### src/hdl/rwl_pkg.sv
// shared types, constants and helper functions of the reader-writer lock
`default_nettype none
package rwl_pkg;

   localparam int READER_SLOTS = 8;
   localparam int AGENT_IDS    = 16;
   localparam int TIME_BITS    = 48;

   localparam int TYPE_W  = 3;
   localparam int ID_W    = 4;
   localparam int MASK_W  = 16;
   localparam int LEASE_W = 32;
   localparam int OUT_W   = 4;
   localparam int OUT_MAX = (1 << OUT_W) - 1;
   localparam int CNT_W   = $clog2(READER_SLOTS + 1);

   localparam logic [LEASE_W-1:0] LEASE_RESET = 32'd5000000;

   typedef enum logic [TYPE_W-1:0] {
      OP_ACQ_SH     = 3'd0,
      OP_REL_SH     = 3'd1,
      OP_ACQ_EX     = 3'd2,
      OP_REL_EX     = 3'd3,
      OP_CLEAR_DEAD = 3'd4,
      OP_SWEEP      = 3'd5
   } rwl_op_type;

   typedef enum logic {
      ST_IDLE,
      ST_APPLY
   } rwl_state_type;

   typedef struct packed {
      logic [TYPE_W-1:0]    req_type;
      logic [ID_W-1:0]      requester;
      logic [TIME_BITS-1:0] now_us;
      logic [MASK_W-1:0]    alive_mask;
   } rwl_req_type;

   typedef struct packed {
      logic             granted;
      logic [OUT_W-1:0] cleaned;
      logic [OUT_W-1:0] readers_now;
      logic [ID_W-1:0]  writer_now;
   } rwl_rsp_type;

   // broadcast to every cell in the accept cycle
   typedef struct packed {
      logic                 sample;
      logic [ID_W-1:0]      requester;
      logic [TIME_BITS-1:0] now_us;
      logic [MASK_W-1:0]    alive_mask;
      logic [LEASE_W-1:0]   lease;
   } rwl_probe_type;

   // broadcast to every cell in the apply cycle
   typedef struct packed {
      logic                 apply;
      logic                 sweep_exp;
      logic                 sweep_dead;
      logic                 clear_hit;
      logic                 take_free;
      logic                 take_swept;
      logic [ID_W-1:0]      owner;
      logic [TIME_BITS-1:0] stamp;
   } rwl_cmd_type;

   // passed from cell to cell along the row
   typedef struct packed {
      logic             hit_any;
      logic             free_seen;
      logic             swp_seen;
      logic [CNT_W-1:0] cnt_exp;
      logic [CNT_W-1:0] cnt_dead;
   } rwl_chain_type;

   function automatic logic rwl_alive(input logic [ID_W-1:0] id,
                                      input logic [MASK_W-1:0] mask);
      return (id != '0) && (32'(id) < AGENT_IDS) && mask[id];
   endfunction

   function automatic logic rwl_expired(input logic [TIME_BITS-1:0] now,
                                        input logic [TIME_BITS-1:0] stamp,
                                        input logic [LEASE_W-1:0]   lease);
      logic [TIME_BITS-1:0] age;
      age = now - stamp;
      return age > TIME_BITS'(lease);
   endfunction

   function automatic logic [OUT_W-1:0] rwl_sat(input logic [CNT_W-1:0] v);
      return (32'(v) > OUT_MAX) ? OUT_W'(OUT_MAX) : OUT_W'(v);
   endfunction

endpackage
`default_nettype wire

### src/hdl/rwl_cell.sv
// one reader slot: owner and grant time, per-request flags, row chain logic
`default_nettype none
module rwl_cell import rwl_pkg::*; (
   input  wire logic          clock,
   input  wire logic          reset,
   input  wire rwl_probe_type probe,
   input  wire rwl_cmd_type   cmd,
   input  wire rwl_chain_type chain_in,
   output rwl_chain_type      chain_out
);

   logic [ID_W-1:0]      owner_ff, owner_in;
   logic [TIME_BITS-1:0] stamp_ff, stamp_in;
   logic                 hit_ff, hit_in;
   logic                 free_ff, free_in;
   logic                 swe_ff, swe_in;
   logic                 swd_ff, swd_in;
   logic                 occ, other, dead, take, drop;

   // flags are taken against the slot contents while the request is accepted
   always_comb begin
      occ     = owner_ff != '0;
      other   = occ && (owner_ff != probe.requester);
      dead    = !rwl_alive(owner_ff, probe.alive_mask);
      hit_in  = hit_ff;
      free_in = free_ff;
      swe_in  = swe_ff;
      swd_in  = swd_ff;
      if (probe.sample) begin
         hit_in  = occ && (owner_ff == probe.requester);
         free_in = !occ;
         swd_in  = other && dead;
         swe_in  = other && (dead || rwl_expired(probe.now_us, stamp_ff, probe.lease));
      end
   end

   always_comb begin
      chain_out.hit_any   = chain_in.hit_any || hit_ff;
      chain_out.free_seen = chain_in.free_seen || free_ff;
      chain_out.swp_seen  = chain_in.swp_seen || swe_ff;
      chain_out.cnt_exp   = chain_in.cnt_exp + CNT_W'(swe_ff);
      chain_out.cnt_dead  = chain_in.cnt_dead + CNT_W'(swd_ff);
   end

   // take the lowest free slot, or the lowest swept slot when the row was full; else clear swept or hit slots
   always_comb begin
      take = cmd.apply &&
             ((cmd.take_free && free_ff && !chain_in.free_seen) ||
              (cmd.take_swept && swe_ff && !chain_in.swp_seen));
      drop = cmd.apply &&
             ((cmd.sweep_exp && swe_ff) || (cmd.sweep_dead && swd_ff) ||
              (cmd.clear_hit && hit_ff));
      owner_in = owner_ff;
      stamp_in = stamp_ff;
      if (take) begin
         owner_in = cmd.owner;
         stamp_in = cmd.stamp;
      end else if (drop) begin
         owner_in = '0;
         stamp_in = '0;
      end
   end

   always_ff @(posedge clock) begin
      if (reset) begin
         owner_ff <= '0;
         hit_ff   <= 1'b0;
         free_ff  <= 1'b0;
         swe_ff   <= 1'b0;
         swd_ff   <= 1'b0;
      end else begin
         owner_ff <= owner_in;
         hit_ff   <= hit_in;
         free_ff  <= free_in;
         swe_ff   <= swe_in;
         swd_ff   <= swd_in;
      end
   end

   always_ff @(posedge clock) begin
      stamp_ff <= stamp_in;
   end

endmodule
`default_nettype wire

### src/hdl/rwl_ctrl.sv
// sequencer, writer register, reader count, lease register and result beat
`default_nettype none
module rwl_ctrl import rwl_pkg::*; (
   input  wire logic                clock,
   input  wire logic                reset,
   input  wire logic                start,
   output logic                     busy,
   input  wire rwl_req_type         req_data,
   output logic                     rsp_valid,
   output rwl_rsp_type              rsp_data,
   input  wire logic                csr_we,
   input  wire logic [LEASE_W-1:0]  csr_wdata,
   output rwl_probe_type            probe,
   output rwl_cmd_type              cmd,
   input  wire rwl_chain_type       row
);

   rwl_state_type        state_ff, state_in;
   rwl_req_type          req_ff, req_in;
   logic [LEASE_W-1:0]   lease_ff, lease_in;
   logic [ID_W-1:0]      wr_owner_ff, wr_owner_in;
   logic [TIME_BITS-1:0] wr_stamp_ff, wr_stamp_in;
   logic                 wvalid_ff, wvalid_in;
   logic [CNT_W-1:0]     total_ff, total_in;
   logic                 rsp_valid_ff, rsp_valid_in;
   rwl_rsp_type          rsp_ff, rsp_in;

   logic                 accept, apply;
   logic                 grant, inc, w_clear, w_take, w_other;
   logic [CNT_W-1:0]     cleaned, dec;

   always_comb begin
      case (state_ff)
         ST_IDLE:  state_in = start ? ST_APPLY : ST_IDLE;
         ST_APPLY: state_in = ST_IDLE;
         default:  state_in = ST_IDLE;
      endcase
   end

   always_comb begin
      case (state_ff)
         ST_IDLE: begin
            busy   = 1'b0;
            apply  = 1'b0;
            accept = start;
         end
         ST_APPLY: begin
            busy   = 1'b1;
            apply  = 1'b1;
            accept = 1'b0;
         end
         default: begin
            busy   = 1'b0;
            apply  = 1'b0;
            accept = 1'b0;
         end
      endcase
   end

   always_comb begin
      req_in    = accept ? req_data : req_ff;
      lease_in  = csr_we ? csr_wdata : lease_ff;
      wvalid_in = wvalid_ff;
      if (accept) begin
         wvalid_in = (wr_owner_ff != '0) && rwl_alive(wr_owner_ff, req_data.alive_mask) &&
                     !rwl_expired(req_data.now_us, wr_stamp_ff, lease_ff);
      end
   end

   always_comb begin
      probe.sample     = accept;
      probe.requester  = req_data.requester;
      probe.now_us     = req_data.now_us;
      probe.alive_mask = req_data.alive_mask;
      probe.lease      = lease_ff;
   end

   // request decision from the writer state and the row summary
   always_comb begin
      grant          = 1'b0;
      inc            = 1'b0;
      w_clear        = 1'b0;
      w_take         = 1'b0;
      cleaned        = '0;
      dec            = '0;
      cmd.apply      = apply;
      cmd.sweep_exp  = 1'b0;
      cmd.sweep_dead = 1'b0;
      cmd.clear_hit  = 1'b0;
      cmd.take_free  = 1'b0;
      cmd.take_swept = 1'b0;
      cmd.owner      = req_ff.requester;
      cmd.stamp      = req_ff.now_us;
      w_other        = (wr_owner_ff != '0) && (wr_owner_ff != req_ff.requester);
      if (req_ff.requester != '0) begin
         case (rwl_op_type'(req_ff.req_type))
            OP_ACQ_SH: begin
               if (!(w_other && wvalid_ff)) begin
                  w_clear = w_other;
                  if (row.hit_any) begin
                     grant = 1'b1;
                  end else if (row.free_seen) begin
                     cmd.take_free = 1'b1;
                     inc           = 1'b1;
                     grant         = 1'b1;
                  end else if (row.cnt_exp != '0) begin
                     // full row: sweep, then reuse the lowest swept slot
                     cmd.sweep_exp  = 1'b1;
                     cmd.take_swept = 1'b1;
                     cleaned        = row.cnt_exp;
                     dec            = row.cnt_exp;
                     inc            = 1'b1;
                     grant          = 1'b1;
                  end
               end
            end
            OP_REL_SH: begin
               if (row.hit_any) begin
                  cmd.clear_hit = 1'b1;
                  dec           = CNT_W'(1);
                  grant         = 1'b1;
               end
            end
            OP_ACQ_EX: begin
               if (wr_owner_ff == req_ff.requester) begin
                  grant = 1'b1;
               end else if (!(w_other && wvalid_ff)) begin
                  w_clear = w_other;
                  if (total_ff != '0) begin
                     cmd.sweep_exp = 1'b1;
                     cleaned       = row.cnt_exp;
                     dec           = row.cnt_exp;
                  end
                  if (total_ff == row.cnt_exp || total_ff == '0) begin
                     w_take = 1'b1;
                     grant  = 1'b1;
                  end
               end
            end
            OP_REL_EX: begin
               if (wr_owner_ff == req_ff.requester) begin
                  w_clear = 1'b1;
                  grant   = 1'b1;
               end
            end
            OP_CLEAR_DEAD: begin
               cmd.sweep_dead = 1'b1;
               cleaned        = row.cnt_dead;
               dec            = row.cnt_dead;
               w_clear        = w_other && !wvalid_ff;
               grant          = 1'b1;
            end
            OP_SWEEP: begin
               cmd.sweep_exp = 1'b1;
               cleaned       = row.cnt_exp;
               dec           = row.cnt_exp;
               grant         = 1'b1;
            end
            default: begin
               grant = 1'b0;
            end
         endcase
      end
   end

   always_comb begin
      total_in    = total_ff;
      wr_owner_in = wr_owner_ff;
      wr_stamp_in = wr_stamp_ff;
      if (apply) begin
         total_in = total_ff - dec + CNT_W'(inc);
         if (w_take) begin
            wr_owner_in = req_ff.requester;
            wr_stamp_in = req_ff.now_us;
         end else if (w_clear) begin
            wr_owner_in = '0;
            wr_stamp_in = '0;
         end
      end
      rsp_valid_in       = apply;
      rsp_in.granted     = grant;
      rsp_in.cleaned     = rwl_sat(cleaned);
      rsp_in.readers_now = rwl_sat(total_in);
      rsp_in.writer_now  = wr_owner_in;
   end

   always_ff @(posedge clock) begin
      if (reset) begin
         state_ff     <= ST_IDLE;
         lease_ff     <= LEASE_RESET;
         wr_owner_ff  <= '0;
         wr_stamp_ff  <= '0;
         wvalid_ff    <= 1'b0;
         total_ff     <= '0;
         rsp_valid_ff <= 1'b0;
      end else begin
         state_ff     <= state_in;
         lease_ff     <= lease_in;
         wr_owner_ff  <= wr_owner_in;
         wr_stamp_ff  <= wr_stamp_in;
         wvalid_ff    <= wvalid_in;
         total_ff     <= total_in;
         rsp_valid_ff <= rsp_valid_in;
      end
   end

   always_ff @(posedge clock) begin
      req_ff <= req_in;
      rsp_ff <= rsp_in;
   end

   assign rsp_valid = rsp_valid_ff;
   assign rsp_data  = rsp_ff;

endmodule
`default_nettype wire

### src/hdl/reader_writer_lock_slot_table.sv
// Reader-writer lock: writer register plus a row of reader slot cells.
// The request and slot flags are registered at accept; the apply cycle's result is registered onto rsp_valid/rsp_data.
// A new request is accepted only while idle (busy low); slot flags are sampled in the accept cycle and
// the row chain resolves and writes back in the single apply cycle (busy high).
// Reset (synchronous): all slots free, no writer, reader count 0, lease 5000000 us.
// Results are not flow-controlled: rsp_valid is high for exactly one cycle per request.
`default_nettype none
module reader_writer_lock_slot_table import rwl_pkg::*; (
   input  wire logic                clock,
   input  wire logic                reset,
   input  wire logic                start,
   output logic                     busy,
   input  wire rwl_req_type         req_data,
   output logic                     rsp_valid,
   output rwl_rsp_type              rsp_data,
   input  wire logic                csr_we,
   input  wire logic [LEASE_W-1:0]  csr_wdata
);

   rwl_probe_type probe;
   rwl_cmd_type   cmd;
   rwl_chain_type chain [READER_SLOTS+1];

   assign chain[0] = '0;

   for (genvar i = 0; i < READER_SLOTS; i++) begin : g_slot
      rwl_cell u_cell (
         .clock     (clock),
         .reset     (reset),
         .probe     (probe),
         .cmd       (cmd),
         .chain_in  (chain[i]),
         .chain_out (chain[i+1])
      );
   end

   rwl_ctrl u_ctrl (
      .clock     (clock),
      .reset     (reset),
      .start     (start),
      .busy      (busy),
      .req_data  (req_data),
      .rsp_valid (rsp_valid),
      .rsp_data  (rsp_data),
      .csr_we    (csr_we),
      .csr_wdata (csr_wdata),
      .probe     (probe),
      .cmd       (cmd),
      .row       (chain[READER_SLOTS])
   );

endmodule
`default_nettype wire

### config.mk
export PLATFORM = sky130hd
export DESIGN_NAME = reader_writer_lock_slot_table
export DESIGN_NICKNAME = d
export VERILOG_FILES = /design/src/hdl/rwl_pkg.sv /design/src/hdl/rwl_cell.sv /design/src/hdl/rwl_ctrl.sv /design/src/hdl/reader_writer_lock_slot_table.sv
export SDC_FILE = /design/constraint.sdc
export NUM_CORES = 2
export LEC_CHECK = 0
export BUFFER_PORTS_ARGS = -buffer_cell sky130_fd_sc_hd__buf_2
export CAP_MARGIN = 20
export CORE_ASPECT_RATIO = 1.2
export CORE_MARGIN = 2
export CORE_UTILIZATION = 65
export CTS_CLUSTER_SIZE = 40
export DETAILED_ROUTE_END_ITERATION = 10
export GPL_TIMING_DRIVEN = 0
export PLACE_DENSITY = 0.91
export RECOVER_POWER = 100
export REMOVE_ABC_BUFFERS = 1
export SETUP_SLACK_MARGIN = 0.15
export SLEW_MARGIN = 20
export SYNTH_ARGS = -nofsm -noshare
export SYNTH_HDL_FRONTEND = slang
export SYNTH_SLANG_ARGS = --single-unit
export TNS_END_PERCENT = 1
### constraint.sdc
create_clock -name clock -period 6.2 [get_ports clock]
set_clock_uncertainty 0.05 [all_clocks]
set_input_delay 0.62 -clock clock [delete_from_list [all_inputs] [get_ports clock]]
set_output_delay 0.62 -clock clock [all_outputs]
set_load 0.005 [all_outputs]
# Yosys cells after proc, flatten, opt, wreduce, memory -nomap -nowiden
# Cells that the tools add are included.
[word_totals]
reg_bits = 607
inputBits = 107
out_inout_bits = 15
[classes]
n_addsub = 25
n_lt_le_gt_ge = 18
n_reduce_logical = 226
mux = 106
eq_ne = 24
bitwise_logic = 1
[ops]
columns = ["op", "count"]
rows = [
  ["48-bit two-way mux", 18],
  ["48-bit by 32-bit greater-than comparator with 1-bit output", 9],
  ["48-bit subtractor", 9],
  ["1-bit logical AND", 116],
  ["4-bit two-way mux", 28],
  ["1-bit logical OR", 53],
  ["4-bit nonzero test", 12],
  ["4-bit by 5-bit less-than comparator with 1-bit output (second input constant)", 9],
  ["4-bit == test", 10],
  ["1-bit two-way mux", 39],
  ["4-bit by 1-bit adder with 4-bit output", 9],
  ["1-bit binary-select mux with 4-bit select", 9],
  ["4-bit != test", 9],
  ["1-bit logical NOT", 32],
  ["4-bit one-hot mux with 5 select lines", 1],
  ["2-bit nonzero test", 9],
  ["4-bit one-hot mux with 4 select lines", 1],
  ["3-bit by 1-bit adder with 4-bit output", 2],
  ["2-bit by 1-bit adder with 3-bit output", 2],
  ["3-bit by 2-bit == test with 1-bit output (second input constant)", 2],
  ["3-bit == test (second input constant)", 2],
  ["2-bit two-way mux", 3],
  ["1-bit one-hot mux with 2 select lines", 3],
  ["5-bit two-way mux", 1],
  ["11 further kinds", 12],
]

# Longest topological paths before layout
[logic_depth]
word_depth = 20
mapped_depth = 25
depth_no_buf = 25

# Cells and area by module
# A second synthesis with hierarchy kept.
[hier_totals]
cells_unflattened = 7054
area_unflattened_um2 = 59535.8
[by_module_without_submodules]
columns = ["mod", "area_per_inst_um2", "cells_per_inst", "n_inst", "seq_area_each_um2"]
rows = [
  ["rwl_cell (g_slot[1].u_cell ...)", 6067.1, 723, 6, 1601.5],
  ["rwl_ctrl", 10602.7, 1201, 1, 3733.6],
  ["rwl_cell (g_slot[2].u_cell)", 6307.3, 770, 1, 1601.5],
  ["rwl_cell (g_slot[0].u_cell)", 6219.7, 744, 1, 1601.5],
  ["reader_writer_lock_slot_table", 3.8, 1, 1, 0.0],
]

# Least setup slack after synthesis
# Ideal clock, no wire load.
[synth_path]
kind = "register to register"
from = "register g_slot[0].u_cell.swe_ff"
to = "register g_slot[5].u_cell.stamp_ff[0], enable pin"
path_slack_ns = 0.753
stages_incl_launch_ff = 17
path_buffers = 0
required_ns = 5.748
t_arrival_ns = 4.995
path_cell_list = "dfxtp_1 fa_1 inv_1 fa_1 fa_1 inv_1 ha_1 fa_1 xor2_1 nor4_1 and2b_1 nand3b_1 or4_1 a21o_1 nand2_1 nand2_1 inv_1"
[synth_via]
elab_chain_len = 19
word_cells_on_any_way = 31
cone_classes = "add/sub (7); mux (9); reduce/logical (15)"
[synth_lines]
columns = ["item", "line_no", "rtl"]
rows = [
  ["from (decl)", "rwl_cell.sv:16", "logic swe_ff, swe_in;"],
  ["from (signal assigned)", "rwl_cell.sv:75", "swe_ff <= swe_in;"],
  ["1-bit by 1-bit adder with 2-bit output", "rwl_cell.sv:41", "chain_out.cnt_exp = chain_in.cnt_exp + CNT_W'(swe_ff);"],
  ["2-bit by 1-bit adder with 3-bit output", "rwl_cell.sv:41", ""],
  ["3-bit by 1-bit adder with 4-bit output", "rwl_cell.sv:41", ""],
  ["4-bit by 1-bit adder with 4-bit output (4 in series)", "rwl_cell.sv:41", ""],
  ["4-bit nonzero test", "rwl_ctrl.sv:106", "end else if (row.cnt_exp != '0) begin"],
  ["1-bit two-way mux", "rwl_ctrl.sv:106", ""],
  ["1-bit two-way mux", "rwl_ctrl.sv:102", "end else if (row.free_seen) begin"],
  ["1-bit two-way mux / 2-bit two-way mux (equally long branches)", "rwl_ctrl.sv:100", "if (row.hit_any) begin"],
  ["1-bit two-way mux / 2-bit two-way mux (equally long branches)", "rwl_ctrl.sv:98", "if (!(w_other && wvalid_ff)) begin"],
  ["1-bit one-hot mux with 3 select lines / 2-bit two-way mux (equally long branches)", "rwl_ctrl.sv:96", "case (rwl_op_type'(req_ff.req_type))"],
  ["5-bit two-way mux", "rwl_ctrl.sv:95", "if (req_ff.requester != '0) begin"],
  ["1-bit logical AND (on tied branches)", "rwl_cell.sv:51, rwl_cell.sv:49", ""],
  ["1-bit logical OR / 1-bit logical AND (equally long branches)", "rwl_cell.sv:51, rwl_cell.sv:49", ""],
  ["1-bit logical OR (on tied branches)", "rwl_cell.sv:51, rwl_cell.sv:48", ""],
  ["1-bit logical AND (on tied branches)", "rwl_cell.sv:50, rwl_cell.sv:47", ""],
  ["2-bit nonzero test (no line) *", "--", ""],
  ["to (signal assigned)", "rwl_cell.sv:81", "stamp_ff <= stamp_in;"],
  ["to (decl)", "rwl_cell.sv:13", "logic [TIME_BITS-1:0] stamp_ff, stamp_in;"],
]
# Every way passes the cells marked *; elsewhere a longest branch is shown, timed or not.
# A chain may end at the register's enable or synchronous reset.

# Final worst setup path
[layout_path]
from = "input req_data[16] (netlist bit)"
to = "register g_slot[4].u_cell.swe_ff"
[layout_via]
elab_chain_len = 4
[layout_lines]
columns = ["item", "line_no", "rtl"]
rows = [
  ["from (decl)", "reader_writer_lock_slot_table.sv:13", "input wire rwl_req_type req_data,"],
  ["48-bit subtractor", "rwl_pkg.sv:86", "age = now - stamp;"],
  ["48-bit by 32-bit greater-than comparator with 1-bit output", "rwl_pkg.sv:87", "return age > TIME_BITS'(lease);"],
  ["1-bit logical OR", "rwl_cell.sv:33", "swe_in = other && (dead || rwl_expired(probe.now_us, stamp_ff, probe.lease));"],
  ["1-bit logical AND", "rwl_cell.sv:33", ""],
  ["to (signal assigned)", "rwl_cell.sv:75", ""],
  ["to (decl)", "rwl_cell.sv:16", ""],
]
# Every way passes these cells.

==> summary.md <==
| Metric | Value |
|---|---|
| Outcome | finished with violations |
| Failing checks | capacitance limit, slew limit |
| Ys flop type | edfxtp_1 |
| CP Capture Type | register |
| Top post-synthesis cells by area | edfxtp_1 (23%), ha_1 (16%), a21oi_1 (6.1%) |
| Die Wd | ~270 um |
| Avg Cell Area, Syn | about 8.4 um^2 |
| Metal-1 WL | approximately 74000 um |
| Mapped cell area | 0.0570 mm^2 |
| H-Tree Depth | 3 |
| Startpoint Class | input pin |
| Critical Path AT | 6.64 ns |
| Initial antenna violation count | 4 |
| Post-Syn Instances | 6743 |
| PD cells | 185 mW/mm^2 |
| Via/cell ratio | 6.77 |
| Die Y | ~330 um |
| Iteration count of the initial detailed-routing pass | 8 |
| Unique masters post-synth | 94 |
| Cts bufs inserted | roughly 70 |
| GRT Resource Usage Total | 0.427 |
| Max VDD drop | between 0.2 and 0.25 mV |
| Port buffer count | roughly 120 |
| Via count | roughly 54000 |
| Register bit total from synthesis | between 600 and 700 |
| CTS tree | yes |
| CTS clk-pin slew, worst paths | ~0.060 ns |
| Worst Path Required | between 6 and 7 ns |
| Clock Sinks | ~610 |
| RSZ-0062 raised after global routing | no |
| Clock Latency Late Sink | around 0.63 ns |
| Area growth syn-to-layout | 7.47% |
| Tot Pwr | around 11 mW |
| Top Layer Used | met5 |
| Antenna-violating nets left | 0 |
| Commonest non-fill, non-tap cells in the layout | ha_1 (724), a21oi_1 (689), inv_1 (600) |
| Fraction of layout cells with a size suffix above 1 | 0.0548 |
| Vias in the first global route | 50500 |
| Register area share after synthesis | 0.290 |
| Final setup vio count | 0 |
| CTS Buffer Depth | 3 |
| Commonest non-fill, non-tap cell in the layout | ha_1 |
| Gr ovfl total | 0 |
| Routed WL | roughly 200000 um |
| CTS Hold Buffers Added | 0 |
| Setup TNS | 0 ns |
| Num ports | 122 |
| Wire length on met3 | between 15000 and 20000 um |
| Hpwl dp | between 100000 and 150000 um |
| Max-slew violations | approximately 120 |
| Root Driver | clkbuf_16 |
| Relative slew slack | -0.890 |
| Hold Vio Cnt, Final | 0 |
| Area share of the largest cell type after synthesis | 0.231 |
| CP Class | in2reg |
| Synth warn | 0 |
| Number of synthesized flops with an enable pin | approximately 440 |
| Crit share post-route | 1.00 |
| DRT iter0 DRCs | about 6000 |
| F_max | approximately 160 MHz |
| Die area | roughly 0.09 mm^2 |
| Core Box Area | 0.0865 mm^2 |
| Largest net degree at the start of global routing | 92 |
| Wire per inst | 24.8 um |
| Nets | approximately 7600 |
| Async S/R FF share, synth | 0 |
| Initial Util | 0.659 |
| Least-Margin Pin Slew | 2.83 ns |
| Pleak | roughly 27 nW |
| Met2 Routed Length | ~86000 um |
| First-pass GRT wire length | between 200000 and 300000 um |
| CP Max Fanout | 7 |
| Max cap viols | 4 |
| Cell taking the most area after synthesis | edfxtp_1 |
| # rows | between 100 and 150 |
| Residual DRC | 0 |
| Hold crit path type | in2reg |
| Routability Congestion | 0.982 |
| Clock period minus worst slack | 6.20 ns |
report_power, final:
group / total (mW) / switching (mW) / internal (mW)
clock network: 4.40 / 1.85 / 2.55
logic: 2.40 / 1.53 / 0.873
registers: 4.50 / 0.140 / 4.36
registers in the layout (all words and copies together) (netlist names):
register,cells
u_ctrl.lease_ff,32
u_ctrl.wr_owner_ff,4
g_slot.u_cell.stamp_ff,384
u_ctrl.rsp_valid,1
u_ctrl.wr_stamp_ff,48
u_ctrl.total_ff,4
g_slot.u_cell.hit_ff,8
u_ctrl.state_ff,1
g_slot.u_cell.swe_ff,8
g_slot.u_cell.owner_ff,32
u_ctrl.rsp_data,13
g_slot.u_cell.swd_ff,8
u_ctrl.cmd,52
g_slot.u_cell.free_ff,8
u_ctrl.wvalid_ff,1
u_ctrl.req_ff,3
critical path, stage by stage:
cell        delay (ns)
clkbuf_1          0.11
clkinvlp_4        0.12
buf_12            0.16
ha_1              0.24
inv_1             0.08
fa_1              0.43
a211o_1           0.29
a21oi_1           0.27
o21bai_1          0.15
a21oi_2           0.29
o21ba_2           0.26
o21ai_1           0.28
a21boi_1          0.27
xnor2_1           0.17
ha_1              0.35
nand4_1           0.17
or4_1             0.66
nor3_2            0.59
o211ai_1          0.18
nor4_1            0.25
nand4_1           0.15
nor4_2            0.40
a31oi_1           0.14
per-stage QoR:
| step | instance area, um^2 | setup slack (ns) | std cells | hold WS, ns | util |
|---|---|---|---|---|---|
| after floorplan | 56100 | -0.496 | 6501 | 0.388 | - |
| after global placement | 58100 | -3.51 | 7762 | 0.404 | 0.671 |
| after detailed placement | 58700 | -1.40 | 7795 | 0.408 | 0.679 |
| after CTS | 61200 | -0.0121 | 7923 | 0.0903 | 0.707 |
| after global routing | 61200 | 0.0309 | 7930 | 0.102 | 0.708 |
| final | 61200 | 0.00234 | 7931 | 0.113 | 0.708 |
Yosys cell counts (36+ instances only):
library cell	number
ha_1	724
a21oi_1	691
inv_1	608
nand2_1	526
nor2_1	452
edfxtp_1	439
and2_1	365
o21ai_0	332
clkbuf_1	232
a21o_1	227
xnor2_1	190
xor2_1	171
dfxtp_1	168
nand3_1	167
nand4_1	153
nor3_1	107
and3_1	87
o21a_1	81
a211oi_1	75
o21bai_1	72
o211ai_1	64
nand2b_1	63
nor4_1	58
a22oi_1	50
mux2i_1	49
a31oi_1	48
nor2b_1	48
mux4_2	45
o31ai_1	36
area by class of cell:
type / instances / area [um^2]
fill: 6862 / 25300
tap: 1140 / 1430
sequential: 607 / 16600
clock inverter: 38 / 427
inverter: 609 / 2300
antenna: 1 / 2.50
multi-input combinational: 5285 / 37500
timing repair buffer: 161 / 1060
clock buffer: 90 / 1930
timing repair:
item | 4_1_cts | 5_1_grt
endpoints found under the setup margin | 6 | 248
pin swaps | 0 | 11
setup buffers | 0 | 7
resized for setup | 20 | 51
path summary, 6_finish.rpt:
| check | slack [ns] | to | depth (start not counted) | startpoint |
|---|---|---|---|---|
| max | 0.002 | g_slot[4].u_cell.swe_ff | 23 | req_data[16] |
| min | 0.11 | u_ctrl.req_ff[70] | 1 | req_data[70] |
| max reg2reg | 0.04 | g_slot[4].u_cell.swe_ff | 20 | g_slot[4].u_cell.stamp_ff[0] |
| min reg2reg | 0.42 | u_ctrl.wr_stamp_ff[39] | 2 | u_ctrl.wr_stamp_ff[39] |
metal layers:
| metal | vias up | track usage |
|---|---|---|
| met5 | - | 0 |
| met4 | 4 | 0.303 |
| met3 | 943 | 0.0793 |
| met2 | 3186 | 0.670 |
| met1 | 25000 | 0.530 |
| li1 | 24600 | - |
kinds of logic (layout without fill, tap and decap cells):
logic type / count (synthesis) / in the layout / synth area share
adder cells (fa/ha/maj): 742 / 742 / 0.165
AO/OA/AOI/OAI: 1936 / 1936 / 0.215
flip-flops: 607 / 607 / 0.290
multiplexers: 101 / 101 / 0.0278
XOR/XNOR: 361 / 361 / 0.0555
buffers and inverters: 851 / 898 / 0.0562
AND/OR/NAND/NOR: 2145 / 2145 / 0.190
other: 0 / 1 / 0
Note: power is estimated with default switching activity, not from simulation.
